==> src/rtl/lapool_pkg.sv <==
// ----------------------------------------------------------------------------
// Lease address pool package
// Shared beat types, message and reply codes, entry status codes and the
// controller state type of the lease address pool server.
// ----------------------------------------------------------------------------
`default_nettype none

package lapool_pkg;

    localparam int TIME_IN_W    = 30;
    localparam int TIME_W       = 31;
    localparam int HOST_FIELD_W = 16;
    localparam int ADDR_W       = 16;
    localparam int CFG_INDEX_W  = 3;
    localparam int CFG_DATA_W   = 30;
    localparam int POOL_SIZE_W  = 9;

    localparam logic [1:0] CMD_DISCOVER = 2'd0;
    localparam logic [1:0] CMD_REQUEST  = 2'd1;

    localparam logic [1:0] REPLY_OFFER = 2'd0;
    localparam logic [1:0] REPLY_ACK   = 2'd1;
    localparam logic [1:0] REPLY_NAK   = 2'd2;

    localparam logic [CFG_INDEX_W-1:0] REG_POOL_SIZE     = 3'd0;
    localparam logic [CFG_INDEX_W-1:0] REG_DEFAULT_LEASE = 3'd1;
    localparam logic [CFG_INDEX_W-1:0] REG_MAX_LEASE     = 3'd2;
    localparam logic [CFG_INDEX_W-1:0] REG_MIN_LEASE     = 3'd3;
    localparam logic [CFG_INDEX_W-1:0] REG_SERVER_ID     = 3'd4;

    localparam logic [POOL_SIZE_W-1:0] POOL_SIZE_RESET = 9'd256;

    typedef enum logic [1:0] {
        ST_FREE    = 2'd0,
        ST_OFFER   = 2'd1,
        ST_LEASE   = 2'd2,
        ST_EXPIRED = 2'd3
    } status_t;

    typedef enum logic [1:0] {
        S_CLEAR,
        S_IDLE,
        S_SCAN,
        S_DECIDE
    } state_t;

    typedef struct packed {
        logic [TIME_IN_W-1:0]    arrival_time;
        logic [HOST_FIELD_W-1:0] sender_id;
        logic [HOST_FIELD_W-1:0] receiver_id;
        logic                    receiver_is_any;
        logic [1:0]              cmd;
        logic [ADDR_W-1:0]       requested_addr;
        logic [TIME_W-1:0]       requested_expire;
    } in_beat_t;

    typedef struct packed {
        logic [1:0]              reply_kind;
        logic [HOST_FIELD_W-1:0] client_id;
        logic [ADDR_W-1:0]       reply_addr;
        logic [TIME_W-1:0]       reply_expire;
    } out_beat_t;

    typedef struct packed {
        logic [TIME_IN_W-1:0] default_lease;
        logic [TIME_IN_W-1:0] max_lease;
        logic [TIME_IN_W-1:0] min_lease;
    } lease_cfg_t;

endpackage

`default_nettype wire

==> src/rtl/lapool_grant.sv <==
// ----------------------------------------------------------------------------
// Lease address pool expiry grant
// Registers the lease bounds of a message and clamps its wanted expiry.
// ----------------------------------------------------------------------------
`default_nettype none

module lapool_grant
    import lapool_pkg::*;
(
    input  wire logic                 clk,
    input  wire logic                 load,
    input  wire logic [TIME_IN_W-1:0] arrival_time,
    input  wire logic [TIME_W-1:0]    requested_expire,
    input  wire lease_cfg_t           lease_cfg,
    output logic      [TIME_W-1:0]    grant_expire
);

    logic [TIME_W-1:0] lo_reg, lo_next;
    logic [TIME_W-1:0] hi_reg, hi_next;
    logic [TIME_W-1:0] dflt_reg, dflt_next;
    logic [TIME_W-1:0] want_reg;
    logic [TIME_W-1:0] grant_reg, grant_next;

    // Both operands stay below 2^30, so the sums never reach the top of the range.
    assign lo_next   = {1'b0, arrival_time} + {1'b0, lease_cfg.min_lease};
    assign hi_next   = {1'b0, arrival_time} + {1'b0, lease_cfg.max_lease};
    assign dflt_next = {1'b0, arrival_time} + {1'b0, lease_cfg.default_lease};

    always_comb
    begin
        grant_next = want_reg;
        if (want_reg == '0)
        begin
            grant_next = dflt_reg;
        end
        else
        begin
            if (want_reg < lo_reg)
            begin
                grant_next = lo_reg;
            end
            if (want_reg > hi_reg)
            begin
                grant_next = hi_reg;
            end
        end
    end

    always_ff @(posedge clk)
    begin
        if (load)
        begin
            lo_reg   <= lo_next;
            hi_reg   <= hi_next;
            dflt_reg <= dflt_next;
            want_reg <= requested_expire;
        end
        grant_reg <= grant_next;
    end

    assign grant_expire = grant_reg;

endmodule

`default_nettype wire

==> config.mk <==
export PLATFORM = sky130hd
export DESIGN_NAME = lapool_grant
export DESIGN_NICKNAME = d
export VERILOG_FILES = /design/src/rtl/lapool_pkg.sv /design/src/rtl/lapool_grant.sv
export SDC_FILE = /design/constraint.sdc
export NUM_CORES = 1
export LEC_CHECK = 0
export ABC_AREA = 1
export BUFFER_PORTS_ARGS = -buffer_cell sky130_fd_sc_hd__buf_4
export CAP_MARGIN = 5
export CELL_PAD_IN_SITES_DETAIL_PLACEMENT = 0
export CELL_PAD_IN_SITES_GLOBAL_PLACEMENT = 1
export CORE_MARGIN = 2
export CORE_UTILIZATION = 47
export CTS_CLUSTER_SIZE = 8
export DETAILED_ROUTE_END_ITERATION = 10
export PLACE_DENSITY = 0.89
export SYNTH_ARGS = -nofsm -noshare
export SYNTH_HDL_FRONTEND = slang
export SYNTH_SLANG_ARGS = --single-unit
==> constraint.sdc <==
create_clock -name clk -period 5.7 [get_ports clk]
set_clock_uncertainty 0.2 [all_clocks]
set_input_delay 0.57 -clock clk [delete_from_list [all_inputs] [get_ports clk]]
set_output_delay 0.57 -clock clk [all_outputs]
set_load 0.01 [all_outputs]
### After elaboration in Yosys (flattened, before gate mapping)

Cells that the tools add are included.

* add/sub/neg operators: 3
* magnitude comparators: 2
* muxes and demuxes: 3
* reductions and logical operators: 1

Operators by type and width (count)
* $add 30x30->31: 3
* $mux 31: 3
* $gt 31x31->1: 1
* $logic_not 31->1: 1
* $lt 31x31->1: 1

* bits in registers: 155
* input bits: 153
* output and inout port bits: 31
* word-level logic and storage cells: 14

### Depth between registers and ports, before layout

* depth in word-level cells: 4
* mapped depth: 17
* gate-level depth less buffers: 16

### Least setup slack after synthesis

Ideal clock, no wire load.

* path type: input to register
* start point: input arrival_time[0]
* end point: register hi_reg[30] (data pin)
* setup time: 0.254 ns
* data arrival time: 1.961 ns
* data required time: 5.246 ns
* slack: 3.285 ns
* stages on the path: 10
* path buffers: 0
* cells stage by stage: ha_1 fa_1 nand3_1 nand2_1 a21oi_1 o21ai_2 nand4_1 nand3_1 nand2_1 nand2_1

* longest elaborated chain between the ends: 1

Ends and longest elaborated chain
* from (decl): line lapool_grant.sv:12 `input wire logic [TIME_IN_W-1:0] arrival_time,`
* $add 30x30->31: line lapool_grant.sv:26 `assign hi_next = {1'b0, arrival_time} + {1'b0, lease_cfg.max_lease};`
* net hi_next[30]: line lapool_grant.sv:19 `logic [TIME_W-1:0] hi_reg, hi_next;`
* to (signal assigned): line lapool_grant.sv:54 `hi_reg <= hi_next;`
* to (decl): line lapool_grant.sv:19

The timed path passes the listed nets, and every way through them passes these cells.
A chain may end at the register's enable or synchronous reset.

### Worst setup path after layout

* start point: register want_reg[2]
* end point: register grant_reg[27], in the netlist grant_expire[27]

* longest elaborated chain between the ends: 4
* elaborated cells on any way between the ends: 6
* those cells by class: order compare: 2; mux: 3; reduce/logical: 1

Ends and longest elaborated chain
* from (decl): line lapool_grant.sv:21 `logic [TIME_W-1:0] want_reg;`
* from (signal assigned): line lapool_grant.sv:56 `want_reg <= requested_expire;`
* $lt 31x31->1: line lapool_grant.sv:38 `if (want_reg < lo_reg)`
* $mux 31: line lapool_grant.sv:38
* $mux 31: line lapool_grant.sv:42 `if (want_reg > hi_reg)`
* $mux 31 (*): line lapool_grant.sv:32 `if (want_reg == '0)`
* net grant_next[27]: line lapool_grant.sv:22 `logic [TIME_W-1:0] grant_reg, grant_next;`
* to (signal assigned): line lapool_grant.sv:58 `grant_reg <= grant_next;`
* to (decl): line lapool_grant.sv:22

Mark *: on every way through the listed nets, which the timed path passes. The rest lies on a longest branch.

==> reports/summary.txt <==
Cell Count Post-Placement -> 2134
Clock Tree Buf Depth -> 2
crit path max fanout -> 32
M3 GR Usage -> 4.162%
Fmax -> 0.2959 GHz
post-DR wirelength/cell -> 20.07 um
# setup viols final -> 0
Hold Vio Cnt, Final -> 0
HP Class -> input pin to register
post-route setup TNS -> 0 ns
Finished Layout Cells -> 2166
Cells after Synth -> 1631
total grt overflow -> 0
sequential area share after synthesis -> 33.97%
CP Launch Point -> want_reg[2]
area of the multi-input gates -> 7552 um^2
Die Width -> 169.0 um
CP endpoint kind -> register
M2 GR Usage -> 50.59%
root buffer cell -> clkbuf_16
fraction of registers with async set/reset -> 0%
post-CTS setup buffer count -> 0
via-per-instance ratio -> 5.550
Vias -> 12020
CP Buf/Inv Count -> 0
GR peak layer -> met2
met1 Use GR -> 42.54%
I/O pins -> 184
FF-to-FF setup slack -> 2.32 ns
Post-synth EDFFs -> 124
cell family with most CP delay -> simple AND/OR/NAND/NOR gates
dpl hpwl -> 35.78 mm
max cap viols -> 0
Antenna diodes -> 0
Final period util -> 59.29%
Routed Antenna Nets -> 0
first-pass GRT wire length -> 65.28 mm
clock-pin slew of the registers on the worst-case setup and hold paths -> 0.06 ns
outcome -> finished, final reports clean
Synth Net Count -> 1938
post-synthesis register bit count -> 155
FF-to-FF Start -> want_reg[2]
layout filler cell count -> 2504
syn avg cell area -> 7.841 um^2
overall routing resource usage -> 30.57%
vias in the first global route -> 11480
CTS Buf Count -> 17
1st-iter DRT viols -> 1271
RR Endpoint -> grant_expire[27]
area added between synthesis and finish -> 17.74%
Slew HR -> 28.64%
Mapped Area -> 12790 um^2
RSZ-0062 raised after global routing -> false
Worst Path Arrival -> 3.49 ns
largest net degree at the start of global routing -> 78
max-slew violation count -> 0
worst-skew pair later-pin latency -> 0.43 ns
Critical path destination -> grant_expire[27]
Hold Slack -> 0.1151 ns
most used cell, CP -> nand2_1
peak supply drop -> 0.0002042 V
ys flop type -> edfxtp_1
distinct cell type count after synthesis -> 44
crit path time final -> 3.380 ns
Pleak -> 7.353 nW
gpl congestion -> 1.009
kind of critical path -> register to register
CP max-delay cell -> nand2_2
Design Power -> 0.004405 W
port bufs -> 183
Finished Core Util -> 56.18%
Core Box Area -> 26800 um^2
layout cell share with drive strength beyond 1 -> 15.95%
crit start category -> register
R2R depth -> 13
CTS tree -> yes
Pwr per Cell Area -> 292.6 nW/um^2
Least-Margin Pin Slew -> 1.070 ns
Required @ worst endpoint -> 5.82 ns
Die Y -> 169.0 um
number of antenna violations at the first check in global routing -> 0
DRC violations left -> 0
Reg area -> 4344 um^2
nets -> 2119
# clock sinks -> 155
delay of the slowest critical-path stage -> 0.65 ns
row count -> 60
H-tree levels -> 4
DRT Pass-1 Iters -> 5
hold buffers post-CTS -> 0
CP Cell Sequence -> ha_1 > a21oi_1 > nand2_1 > nand2_1 > nand2_1 > nand2_1 > nand2_1 > nand2_2 > nand2_2 > nand2_1 > nand3_2 > nand2_1 > nand2_1
PostCTS Resize Cnt -> 0
CP Depth -> 13
Initial Util -> 47.72%
die area -> 28550 um^2
Yosys warnings -> 0
drt total wl -> 43.47 mm
[final cells by class]
class	instances	share of cell area (%)
timing repair buffer	186	9.274
tap	341	2.834
clock buffer	20	2.967
sequential	155	28.85
multi-input combinational	1261	50.16
clock inverter	12	1.155
inverter	191	4.762
[kinds of logic (layout without fill, tap and decap cells)]
family                   count (synthesis)  count (layout)  share of synthesized area, %
flip-flops                             155             155                         33.97
buffers and inverters                  215             409                         7.025
XOR/XNOR                                69              69                         4.726
AO/OA/AOI/OAI                          253             253                         11.05
adder cells (fa/ha/maj)                154             154                         15.24
AND/OR/NAND/NOR                        785             785                         27.99
[report_power, final]
group	switching, W	internal, W
Sequential	0.000132	0.00148
Combinational	0.000977	0.000600
Clock	0.000471	0.000743
Total	0.00158	0.00282
[layer usage]
metal / up-vias / routed length [um]
met3: 53 / 2885
met5: - / 0
li1: 5875 / -
met2: 439 / 20260
met1: 5654 / 19560
met4: 0 / 767
[cells in the final DEF (no fill, tap or decap), types with 31 or more instances in the layout]
master      n
o21ai_0    60
edfxtp_1  124
nand3_1   105
nand2_1   443
nand3_2    49
buf_4     186
dfxtp_1    31
a21oi_1   133
nor2_1    121
inv_1     181
xor2_1     55
ha_1      151
[worst min path at each step]
stage | start | to | depth (start not counted)
floorplan | dflt_reg[1] | grant_expire[1] | 2
global placement | dflt_reg[25] | grant_expire[25] | 2
detailed placement | dflt_reg[29] | grant_expire[29] | 2
CTS | requested_expire[7] | want_reg[7] | 1
global route | requested_expire[7] | want_reg[7] | 1
finish | requested_expire[7] | want_reg[7] | 1
[worst reg2reg max path, cell delays in order (launching register included)]
cell	delay (ns)
edfxtp_1	0.47
ha_1	0.33
a21oi_1	0.16
nand2_1	0.10
nand2_1	0.07
nand2_1	0.06
nand2_1	0.06
nand2_1	0.09
nand2_2	0.57
nand2_2	0.65
nand2_1	0.30
nand3_2	0.08
nand2_1	0.09
nand2_1	0.05
[stage by stage]
step / setup slack (ns) / instance area (um^2)
floorplan: 3.285 / 12790
global placement: 2.426 / 14440
detailed placement: 2.413 / 14440
CTS: 2.387 / 15060
global route: 2.147 / 15060
finish: 2.320 / 15060
[cells in the mapped netlist (2+ instances only)]
| cell type | count | area (um^2) |
|---|---|---|
| a21o_1 | 19 | 142.6 |
| a21boi_1 | 2 | 15.01 |
| nand2_4 | 2 | 22.52 |
| clkbuf_1 | 3 | 11.26 |
| o21a_1 | 6 | 45.04 |
| ha_1 | 151 | 1889 |
| o21ai_1 | 4 | 20.02 |
| and3_1 | 2 | 12.51 |
| xor2_1 | 55 | 481.7 |
| nand3_2 | 49 | 490.5 |
| dfxtp_1 | 31 | 620.6 |
| a21oi_2 | 2 | 17.52 |
| inv_2 | 10 | 37.54 |
| nor2_4 | 3 | 33.78 |
| nand3_1 | 105 | 525.5 |
| a21boi_0 | 4 | 30.03 |
| buf_6 | 8 | 90.09 |
| inv_1 | 181 | 679.4 |
| a21oi_1 | 133 | 665.6 |
| nor4_1 | 2 | 12.51 |
| fa_1 | 3 | 60.06 |
| nor2_1 | 121 | 454.2 |
| xnor2_1 | 14 | 122.6 |
| nor3_2 | 2 | 20.02 |
| a31oi_1 | 3 | 18.77 |
| nand3b_1 | 2 | 15.01 |
| nand2_2 | 4 | 25.02 |
| o21ai_0 | 60 | 300.3 |
| nand4_1 | 23 | 143.9 |
| o21bai_1 | 16 | 120.1 |
| nor3_1 | 23 | 115.1 |
| edfxtp_1 | 124 | 3724 |
| buf_4 | 2 | 15.01 |
| buf_2 | 10 | 50.05 |
| nand2_1 | 443 | 1663 |
No activity file was read; power rests on OpenSTA's default activity.
