[config.mk]
export PLATFORM = sky130hd
export DESIGN_NAME = lapool_engine
export DESIGN_NICKNAME = d
export VERILOG_FILES = /design/src/rtl/lapool_pkg.sv /design/src/rtl/lapool_engine.sv
export SDC_FILE = /design/constraint.sdc
export NUM_CORES = 1
export LEC_CHECK = 0
export BUFFER_PORTS_ARGS = -buffer_cell sky130_fd_sc_hd__buf_2
export CELL_PAD_IN_SITES_DETAIL_PLACEMENT = 1
export CELL_PAD_IN_SITES_GLOBAL_PLACEMENT = 1
export CORE_ASPECT_RATIO = 1.4
export CORE_MARGIN = 2
export CORE_UTILIZATION = 32
export DETAILED_ROUTE_END_ITERATION = 10
export GPL_TIMING_DRIVEN = 0
export PLACE_DENSITY_LB_ADDON = 0.1
export SLEW_MARGIN = 10
export SYNTH_ARGS = -nofsm -noshare
export SYNTH_HDL_FRONTEND = slang
export SYNTH_SLANG_ARGS = --single-unit
[constraint.sdc]
create_clock -name clk -period 6.2 [get_ports clk]
set_input_delay 1.86 -clock clk [delete_from_list [all_inputs] [get_ports clk]]
set_output_delay 1.86 -clock clk [all_outputs]
set_load 0.01 [all_outputs]
[src/rtl/lapool_pkg.sv]
// ----------------------------------------------------------------------------
// Lease address pool package
// Shared beat types, message and reply codes, entry status codes and the
// controller state type of the lease address pool server.
// ----------------------------------------------------------------------------
`default_nettype none

package lapool_pkg;

    localparam int TIME_IN_W    = 30;
    localparam int TIME_W       = 31;
    localparam int HOST_FIELD_W = 16;
    localparam int ADDR_W       = 16;
    localparam int CFG_INDEX_W  = 3;
    localparam int CFG_DATA_W   = 30;
    localparam int POOL_SIZE_W  = 9;

    localparam logic [1:0] CMD_DISCOVER = 2'd0;
    localparam logic [1:0] CMD_REQUEST  = 2'd1;

    localparam logic [1:0] REPLY_OFFER = 2'd0;
    localparam logic [1:0] REPLY_ACK   = 2'd1;
    localparam logic [1:0] REPLY_NAK   = 2'd2;

    localparam logic [CFG_INDEX_W-1:0] REG_POOL_SIZE     = 3'd0;
    localparam logic [CFG_INDEX_W-1:0] REG_DEFAULT_LEASE = 3'd1;
    localparam logic [CFG_INDEX_W-1:0] REG_MAX_LEASE     = 3'd2;
    localparam logic [CFG_INDEX_W-1:0] REG_MIN_LEASE     = 3'd3;
    localparam logic [CFG_INDEX_W-1:0] REG_SERVER_ID     = 3'd4;

    localparam logic [POOL_SIZE_W-1:0] POOL_SIZE_RESET = 9'd256;

    typedef enum logic [1:0] {
        ST_FREE    = 2'd0,
        ST_OFFER   = 2'd1,
        ST_LEASE   = 2'd2,
        ST_EXPIRED = 2'd3
    } status_t;

    typedef enum logic [1:0] {
        S_CLEAR,
        S_IDLE,
        S_SCAN,
        S_DECIDE
    } state_t;

    typedef struct packed {
        logic [TIME_IN_W-1:0]    arrival_time;
        logic [HOST_FIELD_W-1:0] sender_id;
        logic [HOST_FIELD_W-1:0] receiver_id;
        logic                    receiver_is_any;
        logic [1:0]              cmd;
        logic [ADDR_W-1:0]       requested_addr;
        logic [TIME_W-1:0]       requested_expire;
    } in_beat_t;

    typedef struct packed {
        logic [1:0]              reply_kind;
        logic [HOST_FIELD_W-1:0] client_id;
        logic [ADDR_W-1:0]       reply_addr;
        logic [TIME_W-1:0]       reply_expire;
    } out_beat_t;

    typedef struct packed {
        logic [TIME_IN_W-1:0] default_lease;
        logic [TIME_IN_W-1:0] max_lease;
        logic [TIME_IN_W-1:0] min_lease;
    } lease_cfg_t;

endpackage

`default_nettype wire

[src/rtl/lapool_engine.sv]
// ----------------------------------------------------------------------------
// Lease address pool engine
// Sweeps the pool memory once per message: ages each entry, releases offers,
// tracks the candidate entries, then commits the offer or lease and replies.
// ----------------------------------------------------------------------------
`default_nettype none

module lapool_engine
    import lapool_pkg::*;
#(
    parameter int POOL_DEPTH   = 256,
    parameter int HOST_ID_BITS = 16,
    localparam int AW   = (POOL_DEPTH > 1) ? $clog2(POOL_DEPTH) : 1,
    localparam int CW   = $clog2(POOL_DEPTH + 1),
    localparam int ID_W = (HOST_ID_BITS < HOST_FIELD_W) ? HOST_ID_BITS : HOST_FIELD_W,
    localparam int EW   = 2 + ID_W + TIME_W
) (
    input  wire logic                    clk,
    input  wire logic                    rst_n,
    input  wire logic                    start,
    input  wire in_beat_t                item_in,
    input  wire logic [CW-1:0]           pool_n,
    input  wire logic [HOST_FIELD_W-1:0] server_id,
    input  wire logic [TIME_W-1:0]       grant_expire,
    input  wire logic                    out_free,
    output logic                         idle,
    output logic                         ram_we,
    output logic      [AW-1:0]           ram_waddr,
    output logic      [EW-1:0]           ram_wdata,
    output logic      [AW-1:0]           ram_raddr,
    input  wire logic [EW-1:0]           ram_rdata,
    output logic                         res_valid,
    output out_beat_t                    res_beat
);

    state_t            state_reg, state_next;
    in_beat_t          item_reg, item_next;
    logic [CW-1:0]     idx_reg, idx_next;
    logic              rd_valid_reg, rd_valid_next;
    logic [AW-1:0]     rd_idx_reg, rd_idx_next;
    logic              own_found_reg, own_found_next;
    logic [AW-1:0]     own_idx_reg, own_idx_next;
    logic              free_found_reg, free_found_next;
    logic [AW-1:0]     free_idx_reg, free_idx_next;
    logic              exp_found_reg, exp_found_next;
    logic [AW-1:0]     exp_idx_reg, exp_idx_next;
    logic              req_owned_reg, req_owned_next;

    logic [ID_W-1:0]   who;
    logic [TIME_W-1:0] t_now;
    logic              is_disc, is_req, to_us, release_mode, req_here, addr_ok;
    logic [AW-1:0]     req_idx;
    logic              issue_more;

    status_t           rd_status;
    logic [ID_W-1:0]   rd_owner;
    logic [TIME_W-1:0] rd_expire;
    status_t           aged_status, wb_status;
    logic [ID_W-1:0]   aged_owner, wb_owner;
    logic [TIME_W-1:0] aged_expire, wb_expire;
    logic              owned;

    logic              pick_found;
    logic [AW-1:0]     pick_idx;
    logic              offer_go, ack_go, nak_go;

    assign who     = item_reg.sender_id[ID_W-1:0];
    assign t_now   = {1'b0, item_reg.arrival_time};
    assign is_disc = (item_reg.cmd == CMD_DISCOVER) && item_reg.receiver_is_any;
    assign is_req  = (item_reg.cmd == CMD_REQUEST) && !item_reg.receiver_is_any;
    assign to_us   = item_reg.receiver_id[ID_W-1:0] == server_id[ID_W-1:0];
    assign release_mode = is_req && !to_us;
    assign req_here     = is_req && to_us;
    assign addr_ok = (item_reg.requested_addr != '0)
                     && (32'(item_reg.requested_addr) <= 32'(pool_n));
    assign req_idx = AW'(item_reg.requested_addr - ADDR_W'(1));
    assign issue_more = idx_reg < pool_n;

    assign rd_status = status_t'(ram_rdata[EW-1 -: 2]);
    assign rd_owner  = ram_rdata[TIME_W +: ID_W];
    assign rd_expire = ram_rdata[TIME_W-1:0];

    always_comb
    begin
        aged_status = rd_status;
        aged_owner  = rd_owner;
        aged_expire = rd_expire;
        if (t_now >= rd_expire)
        begin
            if (rd_status == ST_OFFER)
            begin
                aged_status = ST_FREE;
                aged_owner  = '0;
                aged_expire = '0;
            end
            else if (rd_status == ST_LEASE)
            begin
                aged_status = ST_EXPIRED;
                aged_expire = '0;
            end
        end
        owned     = (aged_status != ST_FREE) && (aged_owner == who);
        wb_status = aged_status;
        wb_owner  = aged_owner;
        wb_expire = aged_expire;
        if (release_mode && (aged_status == ST_OFFER) && (aged_owner == who))
        begin
            wb_status = ST_FREE;
            wb_owner  = '0;
            wb_expire = '0;
        end
    end

    always_comb
    begin
        pick_found = own_found_reg || free_found_reg || exp_found_reg;
        priority if (own_found_reg)
        begin
            pick_idx = own_idx_reg;
        end
        else if (free_found_reg)
        begin
            pick_idx = free_idx_reg;
        end
        else
        begin
            pick_idx = exp_idx_reg;
        end
        offer_go = is_disc && pick_found;
        ack_go   = req_here && addr_ok && req_owned_reg;
        nak_go   = req_here && addr_ok && !req_owned_reg;
    end

    // Next state.
    always_comb
    begin
        state_next = state_reg;
        unique case (state_reg)
            S_CLEAR:
            begin
                if (idx_reg == CW'(POOL_DEPTH - 1))
                begin
                    state_next = S_IDLE;
                end
            end
            S_IDLE:
            begin
                if (start)
                begin
                    state_next = S_SCAN;
                end
            end
            S_SCAN:
            begin
                if (!rd_valid_reg && !issue_more)
                begin
                    state_next = S_DECIDE;
                end
            end
            S_DECIDE:
            begin
                if (out_free)
                begin
                    state_next = S_IDLE;
                end
            end
            default:
            begin
                state_next = S_IDLE;
            end
        endcase
    end

    // Outputs: memory writes and the reply beat.
    always_comb
    begin
        idle      = state_reg == S_IDLE;
        ram_raddr = idx_reg[AW-1:0];
        ram_we    = 1'b0;
        ram_waddr = rd_idx_reg;
        ram_wdata = {wb_status, wb_owner, wb_expire};
        res_valid = 1'b0;
        res_beat.reply_kind   = REPLY_OFFER;
        res_beat.client_id    = HOST_FIELD_W'(who);
        res_beat.reply_addr   = item_reg.requested_addr;
        res_beat.reply_expire = grant_expire;
        if (offer_go)
        begin
            res_beat.reply_addr = ADDR_W'(pick_idx) + ADDR_W'(1);
        end
        else if (ack_go)
        begin
            res_beat.reply_kind = REPLY_ACK;
        end
        else
        begin
            res_beat.reply_kind   = REPLY_NAK;
            res_beat.reply_expire = '0;
        end
        unique case (state_reg)
            S_CLEAR:
            begin
                ram_we    = 1'b1;
                ram_waddr = idx_reg[AW-1:0];
                ram_wdata = '0;
            end
            S_IDLE:
            begin
                ram_we = 1'b0;
            end
            S_SCAN:
            begin
                ram_we = rd_valid_reg;
            end
            S_DECIDE:
            begin
                ram_we    = out_free && (offer_go || ack_go);
                ram_waddr = offer_go ? pick_idx : req_idx;
                ram_wdata = {(offer_go ? ST_OFFER : ST_LEASE), who, grant_expire};
                res_valid = out_free && (offer_go || ack_go || nak_go);
            end
            default:
            begin
                ram_we = 1'b0;
            end
        endcase
    end

    // Sweep counter and search trackers.
    always_comb
    begin
        item_next       = item_reg;
        idx_next        = idx_reg;
        rd_valid_next   = 1'b0;
        rd_idx_next     = rd_idx_reg;
        own_found_next  = own_found_reg;
        own_idx_next    = own_idx_reg;
        free_found_next = free_found_reg;
        free_idx_next   = free_idx_reg;
        exp_found_next  = exp_found_reg;
        exp_idx_next    = exp_idx_reg;
        req_owned_next  = req_owned_reg;
        unique case (state_reg)
            S_CLEAR:
            begin
                idx_next = idx_reg + CW'(1);
            end
            S_IDLE:
            begin
                if (start)
                begin
                    item_next       = item_in;
                    idx_next        = '0;
                    own_found_next  = 1'b0;
                    free_found_next = 1'b0;
                    exp_found_next  = 1'b0;
                    req_owned_next  = 1'b0;
                end
            end
            S_SCAN:
            begin
                if (issue_more)
                begin
                    idx_next      = idx_reg + CW'(1);
                    rd_valid_next = 1'b1;
                    rd_idx_next   = idx_reg[AW-1:0];
                end
                if (rd_valid_reg)
                begin
                    if (owned && !own_found_reg)
                    begin
                        own_found_next = 1'b1;
                        own_idx_next   = rd_idx_reg;
                    end
                    if ((aged_status == ST_FREE) && !free_found_reg)
                    begin
                        free_found_next = 1'b1;
                        free_idx_next   = rd_idx_reg;
                    end
                    if ((aged_status == ST_EXPIRED) && !exp_found_reg)
                    begin
                        exp_found_next = 1'b1;
                        exp_idx_next   = rd_idx_reg;
                    end
                    if (rd_idx_reg == req_idx)
                    begin
                        req_owned_next = owned;
                    end
                end
            end
            S_DECIDE:
            begin
                idx_next = idx_reg;
            end
            default:
            begin
                idx_next = idx_reg;
            end
        endcase
    end

    always_ff @(posedge clk or negedge rst_n)
    begin
        if (!rst_n)
        begin
            state_reg      <= S_CLEAR;
            idx_reg        <= '0;
            rd_valid_reg   <= 1'b0;
            own_found_reg  <= 1'b0;
            free_found_reg <= 1'b0;
            exp_found_reg  <= 1'b0;
            req_owned_reg  <= 1'b0;
        end
        else
        begin
            state_reg      <= state_next;
            idx_reg        <= idx_next;
            rd_valid_reg   <= rd_valid_next;
            own_found_reg  <= own_found_next;
            free_found_reg <= free_found_next;
            exp_found_reg  <= exp_found_next;
            req_owned_reg  <= req_owned_next;
        end
    end

    always_ff @(posedge clk)
    begin
        item_reg     <= item_next;
        rd_idx_reg   <= rd_idx_next;
        own_idx_reg  <= own_idx_next;
        free_idx_reg <= free_idx_next;
        exp_idx_reg  <= exp_idx_next;
    end

endmodule

`default_nettype wire

# After elaboration in Yosys (flattened, before gate mapping)
# Index checks and enable logic that the tools add are counted.
dict set report classes {
  add_sub_neg 3
  n_mux 47
  n_eq_ne 22
  reduce_logical 47
  bitwise_logic 1
  magnitude_cmp 3
}
# op n
set op_table {}
lappend op_table {{31-bit two-way mux} 6}
lappend op_table {{49-bit case mux with 2 select lines} 1}
lappend op_table {{16-bit two-way mux} 4}
lappend op_table {{16-bit equality test} 2}
lappend op_table {{30-bit by 31-bit greater-or-equal comparator with 1-bit output} 1}
lappend op_table {{9-bit case mux with 3 select lines} 1}
lappend op_table {{8-bit two-way mux} 3}
lappend op_table {{2-bit two-way mux} 11}
lappend op_table {{2-bit inequality test, second input constant} 10}
lappend op_table {{4-bit AND reduction} 5}
lappend op_table {{1-bit logical AND} 18}
lappend op_table {{9-bit two-way mux} 2}
lappend op_table {{16-bit by 9-bit less-or-equal comparator with 1-bit output} 1}
lappend op_table {{8-bit case mux with 2 select lines} 1}
lappend op_table {{16-bit nonzero test} 1}
lappend op_table {{1-bit two-way mux} 12}
lappend op_table {{3-bit AND reduction} 4}
lappend op_table {{8-bit by 1-bit adder with 9-bit output, second input constant} 1}
lappend op_table {{9-bit by 1-bit adder with 9-bit output, second input constant} 1}
lappend op_table {{9-bit by 8-bit equality test with 1-bit output, second input constant} 1}
lappend op_table {{9-bit less-than comparator} 1}
lappend op_table {{2-bit by 1-bit equality test with 1-bit output, second input constant} 4}
lappend op_table {{2-bit equality test, second input constant} 4}
lappend op_table {{8-bit equality test} 1}
lappend op_table {{other kinds (10)} 27}
dict set report totals {
  ff_bits 129
  in_bits 221
}

# Logic depth before layout (Yosys ltp)
dict set report depth {
  ltp_word 10
  ltp_mapped 13
}

# Least setup slack after synthesis
# No wires, ideal clock.
dict set report synth_path {
  kind {input to output}
  startpoint {in ram_rdata[18]}
  endpoint {out ram_wdata[37]}
  t_arrival_ns 4.350
  path_stages 13
  slack_ns -0.010
  path_buffers 2
  cell_sequence {inv_1 -> ha_1 -> and4_4 -> and4bb_4 -> a2111oi_4 -> nand2_1 -> a22oi_1 -> a21oi_1 -> nand4b_1 -> a31o_1 -> buf_6 -> buf_6 -> a22o_1}
}
dict set report synth_between {
  elab_chain_len 7
  word_cells_on_any_way 9
  cone_classes {order compare (1); eq/ne (2); mux (4); reduce/logical (2)}
}
# element line
set synth_rtl {}
lappend synth_rtl {{start, declared} lapool_engine.sv:31} ;# input wire logic [EW-1:0] ram_rdata,
lappend synth_rtl {{30-bit by 31-bit greater-or-equal comparator with 1-bit output *} lapool_engine.sv:88} ;# if (t_now >= rd_expire)
lappend synth_rtl {{branches (longest 4 deep; another with 16-bit two-way mux)} -}
lappend synth_rtl {{16-bit two-way mux *} lapool_engine.sv:106} ;# if (release_mode && (aged_status == ST_OFFER) && (aged_owner == who))
lappend synth_rtl {{49-bit case mux with 2 select lines *} lapool_engine.sv:200} ;# unique case (state_reg)
lappend synth_rtl {{end, declared} lapool_engine.sv:29} ;# output logic [EW-1:0] ram_wdata,
# Mark *: on every way between the ends.

# Worst setup path in the final report
dict set report layout_path {
  startpoint {in ram_rdata[28]}
  endpoint {out ram_wdata[1]}
}
dict set report layout_between {
  elab_chain_len 7
  word_cells_on_any_way 10
  cone_classes {order compare (1); eq/ne (2); mux (5); reduce/logical (2)}
}
# element line
set layout_rtl {}
lappend layout_rtl {{30-bit by 31-bit greater-or-equal comparator with 1-bit output *} lapool_engine.sv:88}
lappend layout_rtl {{branches (longest 4 deep; another with 16-bit two-way mux)} -}
lappend layout_rtl {{31-bit two-way mux *} lapool_engine.sv:106}
lappend layout_rtl {{49-bit case mux with 2 select lines *} lapool_engine.sv:200}
# Marked as above.

==> results summary <==
The most common cell in the synthesized netlist is edfxtp_1. TritonCTS built the clock tree. The first-pass iteration count of the detailed router came out at 4. The hold slack came out at approximately 0.53 ns. Setup repair after global routing could not meet its margin everywhere.

With fillers left out, the area of the finished cells amounts to ~12000 um^2. The starting density of the core is 0.3271. The type of the setup path with the least slack is primary input to output pin. The worst setup margin is -0.3733 ns. The transition time of the tightest slew-check pin came out at 0.8815 ns. The share of cells above drive strength 1 came out at 0.4329. The maximum number of pins on one net before global-route repair is 44. The overall power of the completed layout is a little under 5000 uW. The number of H-tree levels is 4. The async set-or-reset flop fraction in the synthesized netlist came out at 0.1240. Dividing the final minimum period by the clock period gives 1.060. The path class of the tightest hold or removal check is register to register. The run finished, with violations left. The prevailing post-synth register cell is edfxtp_1. The setup-violating endpoint count in the final report is 48. The share of the yosys chip area belonging to registers came out at 0.4553. The floorplan step defined a die boundary enclosing 27360 um^2. The arrival time at the worst endpoint came out at approximately 4.7 ns.

The largest fanout on the critical path is 5. Of the total power, combinational logic draws 0.504. The synthesized instance count is about 840. The areal power density over the cells came out at roughly 400 nW/um^2. The required time reported for the critical path endpoint came out at ~4.3 ns. The number of buffers added by the clock tree synthesis step came out at 17.

The overall via count from detail_route came out at about 8000. In this run the cell area of the synthesized design comes to 8332 um^2. The number of core rows is 69.

The checks that failed: negative setup slack. The share of total power dissipated in the clock network is 0.224. The worst path in the final design needs a cycle of 6.573 ns, including I/O delays and setup. The count of nets left with antenna violations once routing finished came out at 0. In this run the worst setup path begins at ram_rdata[28]. The launch instance of the worst min-delay path is rd_idx_reg[6]$_DFFE_PP_. The post-synth net total came out at roughly 1100.

The fraction of power consumed by sequential logic is 0.272. The buffer depth of the longest clock path is 2. Pin placement for this block handled around 350 I/O pins.

The area growth from synthesis to layout is 44.84%. The wire length of the first global-routing pass came out at 49960 um. Clock-pin slew was measured on the worst setup and hold paths at 0.06 ns. The worst hold path cell count came out at 0. Across the VDD grid, the largest voltage drop is around 220 uV. STA classifies the critical path startpoint as a primary input. The leakage power total came out at around 0.0053 uW.

In this run the clock root is driven by a clkbuf_16. For the final database, setup skew stands at about 0.013 ns. The count of yosys warnings during synthesis came out at 0. The number of sinks handled by clock tree synthesis is ~130.

The number of antenna violations at the first check in global routing is 6. The launch instance of the worst register-to-register path is idx_reg[1]$_DFFE_PN0P_. The number of enable flip-flop cells after synthesis came out at about 110. Across the run, the number of max-cap violations was 0.

The max-slew violation count is 0. After detailed routing, the number of vias per cell comes to 5.224. The horizontal extent of the die came out at ~140 um.

Based on the critical path, the design can be clocked at up to 152.1 MHz. Counting flops and latches in the post-synthesis netlist gives 129. The hold violation total from the final report is 0.

The quantity of I/O buffers inserted on ports came out at ~320. The count of cells along the worst register-to-register path came out at 9. By count the netlist is led by edfxtp_1, inv_1, nand2_1, ha_1. The synthesized netlist contains 62 unique library cells. The switching part of the total is 0.4149.

The average size of a mapped cell came out at between 9 and 10 um^2. In this run the vertical extent of the chip is 194.9 um. The placement-stage cell area came out at slightly above 10000 um^2. Once detailed placement completed, the half-perimeter wirelength came to 26610 um. STA classifies the critical path endpoint as an output pin. The number of global-route vias before repair is between 8000 and 9000. The insertion delay of the later-clocked pin in the worst-skew pair came out at 0.43 ns.

Sorting the synthesized cells by area gives the leading types as edfxtp_1, ha_1, dfrtp_1. For this design the total switching power over the nets is 2003 uW. The number of design rule violations left after detail routing is 0. The floorplan step defined a core boundary enclosing 25470 um^2. The weighted congestion reported at the end of routability-driven placement is ~0.82. Counting the fill cells in the layout gives between 2000 and 3000. The total routed wirelength is around 34000 um. The internal power came out at around 2800 uW.

The register with the most flip-flops in the layout has 65 of them. The share of Yosys cell area claimed by the top area cell type is 0.4073. edfxtp_1 takes more of the synthesized area than any other cell. The all-layer global routing usage is 0.2430.

The leftover overflow at the end of global routing is 0. The worst max-slew margin expressed relative to the limit is 0.4102. The post-layout net count is 1480. The DRC violation total after the first TritonRoute iteration is 318. The detail-routed net length per standard cell is between 20 and 25 um.
==> worst max-delay path, stage by stage <==
cell and delay, ns:
buf_8 0.10, inv_6 0.05, ha_4 0.20, nand4b_4 0.14, and4bb_4 0.27, a2111oi_4 0.45, a21o_1 0.17, o2111a_1 0.18
o2111a_1 0.23, nand4b_1 0.16, buf_4 0.20, a21oi_4 0.17, buf_8 0.16, buf_8 0.15, o21ai_2 0.06, buf_2 0.14
==> cell type report <==
| type | count | area (um^2) | share of cell area |
|---|---|---|---|
| clock buffer | 17 | 425.4 | 0.03525 |
| tap | 319 | 399.1 | 0.03307 |
| buffer | 61 | 389.1 | 0.03224 |
| timing repair buffer | 345 | 2028 | 0.1681 |
| multi-input combinational | 570 | 4512 | 0.3739 |
| antenna | 5 | 12.51 | 0.001037 |
| sequential | 129 | 3794 | 0.3144 |
| clock inverter | 15 | 197.7 | 0.01638 |
| inverter | 78 | 310.3 | 0.02571 |
==> per-stage QoR <==
stage          utilization  setup slack, ns  instances  TNS (ns)
2_1_floorplan            -          0.04315        839         0
3_3_place_gp        0.4061           -1.036       1480    -51.02
3_5_place_dp        0.4081           -1.053       1482    -52.86
4_1_cts             0.4624          -0.3474       1528    -14.54
5_1_grt             0.4737          -0.5166       1538    -21.88
6_report            0.4738          -0.3733       1539    -14.79
==> power groups by stage <==
stage / sequential [uW] / clock [uW] / combinational [uW]
floorplan: 1260 / 0 / 1280
global placement: 1330 / 0 / 2120
detailed placement: 1320 / 0 / 2150
CTS: 1310 / 1100 / 2400
global route: 1330 / 1130 / 2650
finish: 1310 / 1080 / 2430
==> final timing paths <==
| path | slack (ns) | endpoint |
|---|---|---|
| worst max-delay path | -0.37 | ram_wdata[1] |
| worst min-delay path | 0.53 | exp_idx_reg[6]$_DFFE_PP_ |
| worst max register to register | 2.62 | rd_idx_reg[5]$_DFFE_PP_ |
| worst min register to register | 0.53 | exp_idx_reg[6]$_DFFE_PP_ |
| max in group asynchronous | 4.49 | state_reg[0]$_DFFE_PN0P_ |
| min in group asynchronous | 1.38 | own_found_reg$_DFFE_PN0P_ |
==> routing by layer <==
layer / wire (um) / part of all wire / track usage
met5: 13 / 0.00038 / 0
met4: 646 / 0.019 / 0.08904
met3: 1556 / 0.046 / 0.04853
met2: 19050 / 0.56 / 0.4697
met1: 12610 / 0.37 / 0.2564
==> timing repair <==
| item | in CTS | in global routing |
|---|---|---|
| endpoints found under the setup margin | 81 | 78 |
| hold endpoints to repair | 0 | 0 |
| gates resized for setup | 138 | 79 |
| buffers inserted | 13 | 7 |
| gates cloned | 2 | 0 |
| pin swaps | 54 | 17 |
| hold buffers | 0 | 0 |
==> logic make-up after synthesis <==
logic type      share of synthesized area
flops                              0.4553
simple gates                       0.1475
mux                               0.01727
xor+xnor                          0.03784
buf+inv                           0.07629
compound gates                     0.1802
fa+ha+maj                         0.08560
==> cell usage in the layout, fill, tap and decap left out, types with 21 or more instances in the layout <==
master,Yosys,layout
a21oi_1,44,37
a22o_1,21,21
buf_2,1,299
buf_4,25,42
buf_6,2,22
clkbuf_1,32,25
edfxtp_1,113,113
ha_1,57,30
ha_4,0,27
inv_1,78,53
nand2_1,73,72
nand3_1,41,39
nor2_1,29,27
o21ai_0,44,25
xor2_1,22,22
No activity file was read; power rests on OpenSTA's default activity.
